## config.mk

```make
export PLATFORM = sky130hd
export DESIGN_NAME = pridt_hash
export DESIGN_NICKNAME = d
export VERILOG_FILES = /design/src/hw/rtl/pridt_pkg.sv /design/src/hw/rtl/pridt_hash.sv
export SDC_FILE = /design/constraint.sdc
export NUM_CORES = 1
export LEC_CHECK = 0
export ABC_AREA = 1
export BUFFER_PORTS_ARGS = -buffer_cell sky130_fd_sc_hd__clkbuf_2
export CAP_MARGIN = 25
export CORE_AREA = 5 5 52 54
export CTS_CLUSTER_DIAMETER = 150
export DETAILED_ROUTE_END_ITERATION = 6
export DIE_AREA = 0 0 57 59
export MAX_ROUTING_LAYER = met4
export PLACE_DENSITY = 0.85
export SYNTH_ARGS = -nofsm -noshare
export SYNTH_HDL_FRONTEND = slang
export SYNTH_SLANG_ARGS = --single-unit
```

## constraint.sdc

```tcl
create_clock -name clk -period 3.7 [get_ports clk]
set_input_delay 0 -clock clk [delete_from_list [all_inputs] [get_ports clk]]
set_output_delay 0 -clock clk [all_outputs]
set_load 0.005 [all_outputs]
```

## src/hw/rtl/pridt_pkg.sv

```systemverilog
`timescale 1ns / 1ps
`default_nettype none
// ----------------------------------------------------------------------------
// pridt_pkg
// Shared constants for the pending request ID table: defaults, hash
// multiplier, slot marks and result status codes.
// ----------------------------------------------------------------------------
package pridt_pkg;

  // Default sizing
  localparam int TABLE_SLOTS_DEF = 2048;
  localparam int ID_BITS_DEF     = 32;
  localparam int TAG_BITS_DEF    = 32;

  // Fixed port field widths
  localparam int ID_W     = 32;
  localparam int TAG_W    = 32;
  localparam int LIVE_W   = 12;
  localparam int LIMIT_W  = 11;
  localparam int STATUS_W = 2;

  // Multiplicative hash constant
  localparam logic [31:0] HASH_MUL = 32'd2654435761;

  // In-flight limit after reset
  localparam logic [LIMIT_W-1:0] INFLIGHT_LIMIT_RST = 11'd1024;

  // Slot marks
  localparam logic [1:0] MARK_EMPTY = 2'd0;
  localparam logic [1:0] MARK_LIVE  = 2'd1;
  localparam logic [1:0] MARK_TOMB  = 2'd2;

  // Result status
  localparam logic [STATUS_W-1:0] ST_OK    = 2'd0;
  localparam logic [STATUS_W-1:0] ST_LIMIT = 2'd1;
  localparam logic [STATUS_W-1:0] ST_FULL  = 2'd2;
  localparam logic [STATUS_W-1:0] ST_MISS  = 2'd3;

  // Request modes
  localparam logic MODE_REGISTER = 1'b0;
  localparam logic MODE_TAKE     = 1'b1;

endpackage
`default_nettype wire

```

## src/hw/rtl/pridt_hash.sv

```systemverilog
`timescale 1ns / 1ps
`default_nettype none
// ----------------------------------------------------------------------------
// pridt_hash
// Shared multiplicative hash: home slot = low index bits of key * HASH_MUL.
// Result is registered: it appears in the cycle after the key is presented.
// ----------------------------------------------------------------------------
module pridt_hash #(
  parameter int KEY_W = pridt_pkg::ID_BITS_DEF,
  parameter int IDX_W = 11
) (
  input  wire logic             clk,
  input  wire logic [KEY_W-1:0] key,
  output logic      [IDX_W-1:0] home
);

  logic [KEY_W+IDX_W-1:0] key_ext;
  logic [IDX_W-1:0]       key_lo;
  logic [IDX_W-1:0]       mul_lo;
  logic [IDX_W-1:0]       prod;

  // only the low index bits of the product matter
  always_comb begin
    key_ext = {IDX_W'(0), key};
    key_lo  = key_ext[IDX_W-1:0];
    mul_lo  = IDX_W'(pridt_pkg::HASH_MUL);
    prod    = key_lo * mul_lo;
  end

  always_ff @(posedge clk) begin
    home <= prod;
  end

endmodule
`default_nettype wire

```

---- Word-level counts from Yosys, hierarchy flattened ----
Index checks and enable logic that the tools add are counted.
storage, ports and cells
  bits in registers ....................... 11
  bits of input ports ..................... 33
  output and inout port bits .............. 11
  logic and storage cells ................. 2
operators by class
  $mul .................................... 1
operator list
  cell                                                                   count
  11-bit by 9-bit multiplier with 11-bit output (second input constant)  1

---- Longest topological paths before layout ----
Gate-level depths: netlist of the first run.
  depth after elaboration ................. 1
  mapped depth ............................ 17
  depth with buffers taken out ............ 17

---- Least setup slack after synthesis of the first run ----
Ideal clock, no wire load.
  path type ............................... input to register
  from .................................... input port key[4]
  to ...................................... register home[10]
  required time ........................... 3.588 ns
  setup time .............................. 0.112 ns
  buffers on the path ..................... 0
  stages on the path ...................... 17
  arrival time ............................ 2.751 ns
  slack ................................... 0.837 ns
  cells stage by stage .................... ha_1 > inv_1 > fa_1 > inv_1 > fa_1 > inv_1 > fa_1 > inv_1 > ha_1 > nand3_1 > nand3_1 > inv_1 > nand2_1 > nand2_1 > inv_1 > nand2_1 > nand2_1
on the way
  word-level cells in the longest chain between the ends .. 1
ends and longest elaborated chain
  element                                        line              text
  start, declared                                pridt_hash.sv:13  input wire logic [KEY_W-1:0] key,
  11-bit by 9-bit multiplier with 11-bit output  pridt_hash.sv:27  prod = key_lo * mul_lo;
  net prod[10]                                   pridt_hash.sv:20  logic [IDX_W-1:0] prod;
  end signal, assigned                           pridt_hash.sv:31  home <= prod;
  end, declared                                  pridt_hash.sv:14  output logic [IDX_W-1:0] home
The timed path passes the listed nets, and every way through them passes these cells.

---- Worst setup path in the final report of the first run ----
Same ends and word-level chain as after synthesis.

==> results.yml, run 1 <==
status:
  outcome: "finished clean"
cells_and_area:
  nFillCells: 197
  top_register: "home"
  top_regs: "home x11"
  post_route_cells_drive_above_1_share_pct: 20.69
  diodes: 0
  instances_no_fill: 173
  synthToLayoutAreaGrowth_pct: 23.66
  fin_nets: 207
  largest_register_ff_count: 11
sta:
  setup_viol: 0
  fin_crit_ns: 3.465
  slew_headroom_pct: 90.07
  tns_ns: 0
  fmax_mhz: 288.6
  hold_viol_final: 0
  grt_setup_unrepaired: "false"
  tightest_slew_ns: 0.1490
  period_share_pct: 93.65
  drv_slew: 0
floorplanning:
  die_width_um: 57
  ios: 44
  rows: 17
  die_h_um: 59
  core_um2: 2170
  dieArea_um2: 3363
  initial_core_util_pct: 43.14
global_route:
  antenna_found_initial: 0
  grt_usage_pct: 12.56
  grt_max_degree: 7
  grt-ovfl-total: 0
  grt_pass1_vias: 792
  grt_first_pass_wirelength_mm: 3.105
cts:
  path_clk_slew_ns: 0.08
  cts_buffers: 3
  cts-root-buf: "clkbuf_4"
  clk_path_buf_depth: 2
  cts.sink_count: 11
  cts_tree: "built"
  htree_levels: 1
  postCtsSetupBuffers: 0
power_and_ir_drop:
  p_int_w: 0.0003126
  seq_power_share_pct: 31.5
  peakVddDrop_uv: 225.7
  p_total_w: 0.0005056
  pwr-share-comb_pct: 51.7
  switching_share_pct: 38.17
  power_leakage_nw: 0.7055
  pwr-share-clk_pct: 16.9
  power.density_nw_per_um2: 436.8
  switching_power_w: 0.0001930
logic_synthesis:
  async_flop_share_pct: 0
  synth_seq_area_share_pct: 23.53
  netlist_area_um2: 935.9
  syn_nets: 175
  synth_edf_count: 0
  yosysTopAreaCell: "ha_1"
  synthTopCellsByCount: "31 x nand2_1, 28 x inv_1, 21 x ha_1"
  netlist_top_cells_area: "ha_1 28%, dfxtp_1 24%, fa_1 15%"
  synthCells: 114
  ys_warn_count: 0
  syn-mean-instance-area_um2: 8.210
  synth_top_area_share_pct: 28.07
  synth_cell_types: 12
  synthFlopType: "dfxtp_1"
  ys_ff_latch: 11
  yosysMostFrequentCell: "nand2_1"
setup_path:
  arrival_ns: 3.65
  crit_path_max_incr_delay_ns: 0.55
  startpoint_type: "input port"
  path_buf_inv: 8
  path_common_cell: "inv_1"
  worstPathCellList: "dlygate4sd3_1 -> clkbuf_2 -> ha_1 -> inv_1 -> fa_1 -> inv_1 -> fa_1 -> inv_1 -> fa_1 -> inv_1 -> ha_1 -> nand3_1 -> nand3_1 -> inv_1 -> nand2_1 -> nand2_1 -> inv_1 -> nand2_1 -> nand2_1"
  path_delay_family: "adder cells"
  crit_required_ns: 3.88
  cp-end-kind: "flip-flop"
  cp_max_fo: 3
  worstSetupPathType: "input port to flip-flop"
  critPathSlowestCell: "dlygate4sd3_1"
place:
  dpl.cell_count: 164
  portBuffers: 22
  place_congestion: 0.8315
  hpwl_mm: 1.605
route:
  dr.pass1.iters: 4
  drc: 0
  vias: 770
  drt-initial-drc-count: 34
  routed_wl_mm: 1.883
  vias_per_cell: 4.451
  routedWlPerCell_um: 10.88
  ant_nets: 0
flow_run:
  max_cap_viol_count: 0
hold_path:
  hp-class: "input port to flip-flop"
## cell usage in the layout, fill, tap and decap left out
master and instances:
ha_1 21, xor2_1 2, nand2_2 4, nand3_1 5, inv_2 1, clkbuf_1 1, dfxtp_1 11, fa_1 7
a21oi_1 1, nand2_1 31, dlygate4sd3_1 5, clkbuf_4 3, inv_1 28, nor2_1 2, nand3b_1 1, clkbuf_2 22
## stage by stage
step | utilization, % | cell area [um^2] | hold slack (ns) | worst slack [ns]
2_1_floorplan | - | 935.9 | 0.02772 | 0.8368
3_3_place_gp | 49.83 | 1081 | 0.1430 | 0.5716
3_5_place_dp | 49.83 | 1081 | 0.1469 | 0.4757
4_1_cts | 53.34 | 1157 | 0.1677 | 0.2365
5_1_grt | 53.34 | 1157 | 0.1579 | 0.1005
6_report | 53.34 | 1157 | 0.1740 | 0.2350
## path summary, 6_finish.rpt
kind,end,startpoint,cells after the start
setup / recovery,home[10]$_DFF_P_,key[4],19
hold / removal,home[5]$_DFF_P_,key[5],3
## power by group through the flow
| stage | Combinational (W) | Sequential [W] | Clock (W) |
|---|---|---|---|
| final | 0.000261 | 0.000159 | 0.0000852 |
| after global routing | 0.000298 | 0.000163 | 0.0000942 |
| after CTS | 0.000267 | 0.000160 | 0.0000877 |
| after detailed placement | 0.000261 | 0.000163 | 0 |
| after global placement | 0.000243 | 0.000162 | 0 |
| after floorplan | 0.000172 | 0.000168 | 0 |
## routing by layer
layer  part of all wire, %  up-vias  GRT usage [%]  wire length [um]
met2                    53       21          22.84              1004
met3                   4.9        4          1.743                93
met5                     0        -              -                 0
met1                    39      339          12.63               734
met4                   2.7        0          7.947                51
li1                      -      406              -                 -
## layout make-up
type	count	area, um^2	share of cell area [%]
Clock buffer	4	26.28	2.270
Multi-Input combinational cell	74	606.8	52.43
Sequential cell	11	220.2	19.03
Inverter	29	108.9	9.405
Tap cell	28	35.03	3.027
Timing Repair Buffer	27	160.2	13.84
## logic make-up after synthesis
group	after synthesis	share of synthesized area (%)
fa+ha+maj	28	43.05
xor+xnor	2	1.872
buf+inv	29	11.63
flops	11	23.53
compound gates	1	0.5342
simple gates	43	19.38
## what timing repair did
action / 4_1_cts / 5_1_grt
endpoints found under the hold margin: 5 / 0
resized for setup: 0 / 0
hold buffers: 5 / 0
No activity file was read; power rests on OpenSTA's default activity.
==> run 2: changes to the inputs <==
Settings changed: CTS_BUF_LIST set to sky130_fd_sc_hd__clkbuf_16, SETUP_SLACK_MARGIN set to 0.5.
==> run 2 against run 1 <==
Compared with the run above:
- sequential power about the same
- die area did not move
- critical path type unchanged
- largest power group unchanged
- global-route usage down 0.47 points
==> results.yml, run 2 (synthesized netlist as in run 1, its figures left out) <==
status:
  outcome: "finished clean"
sta:
  setup_viol: 0
  tightest_slew_ns: 0.1519
  whs_ns: 0.02579
  fmax_mhz: 330.8
  tns_ns: 0
  period_share_pct: 81.69
  hold_viol_final: 0
  drv_slew: 0
  grt_setup_unrepaired: "false"
  slew_headroom_pct: 89.87
  fin_crit_ns: 3.023
cts:
  cts.sink_count: 11
  cts-root-buf: "clkbuf_16"
  path_clk_slew_ns: 0.04
  cts_buffers: 3
  htree_levels: 1
  clk_path_buf_depth: 2
  postCtsSetupBuffers: 0
  cts_tree: "built"
cells_and_area:
  nFillCells: 189
  largest_register_ff_count: 11
  utilization_pct: 55.88
  final_common_cell: "nand2_1"
  post_route_cells_drive_above_1_share_pct: 21.53
  synthToLayoutAreaGrowth_pct: 29.55
  top_regs: "home x11"
  top_register: "home"
  fin_nets: 206
  finalInstanceArea_um2: 1212
  mostFrequentLayoutCells: "31 x nand2_1, 29 x inv_1, 22 x clkbuf_2"
  diodes: 0
flow_run:
  max_cap_viol_count: 0
global_route:
  grt_pass1_vias: 779
  grt-ovfl-total: 0
  grt_max_degree: 7
  grt_usage_pct: 12.09
  grt_first_pass_wirelength_mm: 3.063
  antenna_found_initial: 0
route:
  vias_per_cell: 4.413
  vias: 759
  dr.pass1.iters: 4
  ant_nets: 0
  routedWlPerCell_um: 10.77
  routed_wl_mm: 1.853
  drt-initial-drc-count: 27
  drc: 0
power_and_ir_drop:
  power_leakage_nw: 0.7280
  peakVddDrop_uv: 267.7
  power.density_nw_per_um2: 519.0
hold_path:
  hp-class: "input port to flip-flop"
setup_path:
  worstPathCellList: "dlygate4sd3_1 -> clkbuf_2 -> ha_1 -> ha_1 -> fa_1 -> inv_1 -> fa_1 -> inv_1 -> ha_1 -> nand3_1 -> nand3_1 -> inv_1 -> nand2_1 -> nand2_1 -> inv_1 -> nand2_1 -> nand2_1"
  critPathSlowestCell: "fa_1"
  crit_path_max_incr_delay_ns: 0.54
  crit_required_ns: 3.84
  arrival_ns: 3.16
  startpoint_type: "input port"
  cp-end-kind: "flip-flop"
  worstSetupPathType: "input port to flip-flop"
  cp_max_fo: 3
place:
  placed_area_um2: 1081
  portBuffers: 22
  hpwl_mm: 1.605
  place_congestion: 0.8315
floorplanning:
  rows: 17
  ios: 44
  dieArea_um2: 3363
  initial_core_util_pct: 43.14
  core_um2: 2170
  die_width_um: 57
  die_h_um: 59
## run 2: cell types whose count changed in the layout (fill, tap and decap cells not counted), sizes merged
cell,before,now
clkbuf,26,25
dlygate4sd3,5,4
inv,29,30
## run 2: path summary, 6_finish.rpt
path	startpoint	endpoint	slack (ns)	cells after the start
min	key[4]	home[4]$_DFF_P_	0.03	2
max	key[3]	home[10]$_DFF_P_	0.68	17
## run 2: what timing repair did
action                                  4_1_cts  5_1_grt
endpoints found under the setup margin        0        1
hold buffers                                  4        0
endpoints found under the hold margin         4        0
gates resized for setup                       0        1
## run 2: final cells by class
cell class	count	area (um^2)	share of cell area [%]
clock inverter	1	3.754	0.3096
clock buffer	3	75.07	6.192
inverter	29	108.9	8.978
timing repair buffer	26	150.1	12.38
tap	28	35.03	2.890
multi-input combinational	74	619.3	51.08
sequential	11	220.2	18.16
## run 2: where the power goes
part	internal, W	switching (W)
Sequential	0.000153	0.00000659
Combinational	0.000126	0.000147
Clock	0.000142	0.0000540
Total	0.000422	0.000208
## run 2: per-layer routing
metal	global-route usage, %	wire length [um]	vias up
met4	6.954	39	0
met2	21.21	984	17
met3	1.307	89	4
met5	-	0	-
met1	13.30	741	337
li1	-	-	401
## run 2: through the flow
step / std cells / setup WS (ns) / total power, W
2_1_floorplan: 114 / 0.8368 / 0.0003409
3_3_place_gp: 164 / 0.5716 / 0.0004049
3_5_place_dp: 164 / 0.4757 / 0.0004233
4_1_cts: 172 / 0.6066 / 0.0006247
5_1_grt: 172 / 0.5197 / 0.0006817
6_report: 172 / 0.6775 / 0.0006292
## run 2: critical path: cells and delay by family
kind          cells  cell delay (ns)
simple gates      6             0.41
buf+inv           6             0.88
fa+ha+maj         5             1.87
==> run 3: changes to the inputs <==
Settings changed: ABC_AREA 1 to 0, CORE_AREA 5 5 52 54 to 5 5 50 52, DIE_AREA 0 0 57 59 to 0 0 55 57.
Clock period 3.7 ns to 3.1 ns, I/O delays scaled along.
==> run 3 against run 2 <==
Compared with the run above:
- final area decreased by 4.4%
- worst setup slack got worse by 0.12 ns
- die area is 6.8% lower
- sequential power increased by 21%
- critical path depth fell by 5
==> results.yml, run 3 <==
setup_path:
  endpoint: "home[10]$_DFF_P_"
  cp-end-kind: "flip-flop"
  arrival_ns: 2.66
  cp_max_fo: 3
  crit_required_ns: 3.21
  critPathLaunch: "key[4]"
  startpoint_type: "input port"
  worstSetupPathType: "input port to flip-flop"
floorplanning:
  dieArea_um2: 3135
  initial_core_util_pct: 39.54
  ios: 44
  core_um2: 2063
  rows: 17
  die_h_um: 57
  die_width_um: 55
route:
  dr.pass1.iters: 3
  ant_nets: 0
  routed_wl_mm: 1.627
  vias_per_cell: 4.352
  routedWlPerCell_um: 13.02
  drt-initial-drc-count: 3
  drc: 0
  vias: 544
cts:
  postCtsSetupBuffers: 0
  clk_path_buf_depth: 2
  cts-root-buf: "clkbuf_16"
  htree_levels: 1
  path_clk_slew_ns: 0.04
  cts_tree: "built"
  cts.sink_count: 11
  cts_buffers: 3
logic_synthesis:
  synth_top_area_share_pct: 32.21
  syn_nets: 128
  synth_cell_types: 9
  ys_ff_latch: 11
  yosysTopAreaCell: "ha_1"
  synthCells: 67
  synth_seq_area_share_pct: 26.99
  async_flop_share_pct: 0
  netlist_top_cells_area: "ha_1 32%, dfxtp_1 27%, fa_1 17%"
  syn-mean-instance-area_um2: 12.18
  synthFlopType: "dfxtp_1"
  synth_edf_count: 0
  netlist_area_um2: 815.8
  ys_warn_count: 0
  synthTopCellsByCount: "21 x ha_1, 14 x inv_1, 11 x dfxtp_1"
  yosysMostFrequentCell: "ha_1"
cells_and_area:
  utilization_pct: 56.16
  diodes: 0
  mostFrequentLayoutCells: "19 x clkbuf_2, 16 x ha_1, 13 x inv_1"
  post_route_cells_drive_above_1_share_pct: 36.08
  top_regs: "home x11"
  synthToLayoutAreaGrowth_pct: 42.02
  top_register: "home"
  fin_nets: 159
  final_common_cell: "clkbuf_2"
  largest_register_ff_count: 11
global_route:
  grt-ovfl-total: 0
  grt_util_met1_pct: 14.94
  met3_usage_pct: 2.350
  use_met2_pct: 19.26
  grt_usage_pct: 12.23
  grt_pass1_vias: 631
  grt_max_degree: 7
  grt_first_pass_wirelength_mm: 2.656
  antenna_found_initial: 0
  grt-busiest-layer: "met2"
hold_path:
  hp-class: "input port to flip-flop"
sta:
  fmax_mhz: 392.8
  hold_viol_final: 0
  tns_ns: 0
  grt_setup_unrepaired: "true"
  period_share_pct: 82.12
  setup_viol: 0
  fin_crit_ns: 2.546
  tightest_slew_ns: 0.1993
  drv_slew: 0
  slew_headroom_pct: 86.61
flow_run:
  max_cap_viol_count: 0
status:
  outcome: "finished clean"
power_and_ir_drop:
  power_leakage_nw: 0.6022
  peakVddDrop_uv: 452.5
  power.density_nw_per_um2: 675.1
place:
  hpwl_mm: 1.301
  place_congestion: 0.7700
  portBuffers: 22
[run 3: kinds of logic after synthesis]
logic type | synth area share, %
xor+xnor | 14.11
buf+inv | 6.442
flops | 26.99
compound gates | 3.067
fa+ha+maj | 49.39
[run 3: worst min-delay path by stage]
| stage | start | to | slack [ns] | cells past startpoint |
|---|---|---|---|---|
| floorplan | key[0] | home[0]$_DFF_P_ | 0.03 | 0 |
| global placement | key[3] | home[3]$_DFF_P_ | 0.14 | 1 |
| detailed placement | key[3] | home[3]$_DFF_P_ | 0.14 | 1 |
| CTS | key[4] | home[4]$_DFF_P_ | 0.06 | 2 |
| global route | key[4] | home[4]$_DFF_P_ | 0.06 | 2 |
| finish | key[4] | home[4]$_DFF_P_ | 0.06 | 2 |
[run 3: critical path: stages]
cell and delay (ns):
buf_2 0.13, ha_4 0.26, inv_2 0.03, fa_1 0.53
inv_1 0.05, fa_1 0.47, inv_1 0.05, fa_2 0.52
inv_2 0.05, ha_4 0.21, a21oi_2 0.13, xnor3_1 0.21
[run 3: power breakdown]
part           internal [W]  leakage [nW]  switching [W]  total [W]
clock network      0.000169        0.0423      0.0000619   0.000231
logic              0.000198         0.467       0.000160   0.000358
registers          0.000184        0.0928     0.00000866   0.000193
total              0.000552         0.602       0.000230   0.000782
[run 3: timing repair]
action,4_1_cts,5_1_grt
pin swaps,0,2
hold buffers,4,0
cloned,0,0
gates resized for setup,1,6
endpoints found under the hold margin,4,0
endpoints found under the setup margin,1,1
[run 3: per-layer routing]
| metal | wire [um] | vias up |
|---|---|---|
| li1 | - | 272 |
| met1 | 656 | 255 |
| met2 | 888 | 13 |
| met3 | 52 | 4 |
| met4 | 30 | 0 |
| met5 | 0 | - |
[run 3: final cells by class]
cell class	count	area [um^2]
inverters	14	52.55
clock buffers	3	75.07
clock inverters	1	3.754
fillers	172	904.6
repair buffers	26	152.6
well taps	28	35.03
flip-flops and latches	11	220.2
multi-input cells	42	619.3
[run 3: per-stage QoR]
| stage | cell area [um^2] | std cells | setup slack (ns) | hold slack (ns) | power, W |
|---|---|---|---|---|---|
| 2_1_floorplan | 859.6 | 67 | 0.5394 | 0.02772 | 0.0004354 |
| 3_3_place_gp | 1005 | 117 | 0.2713 | 0.1390 | 0.0005197 |
| 3_5_place_dp | 1005 | 117 | 0.2393 | 0.1437 | 0.0005311 |
| 4_1_cts | 1136 | 125 | 0.5225 | 0.06146 | 0.0007740 |
| 5_1_grt | 1159 | 125 | 0.4617 | 0.06113 | 0.0008504 |
| 6_report | 1159 | 125 | 0.5542 | 0.05526 | 0.0007821 |
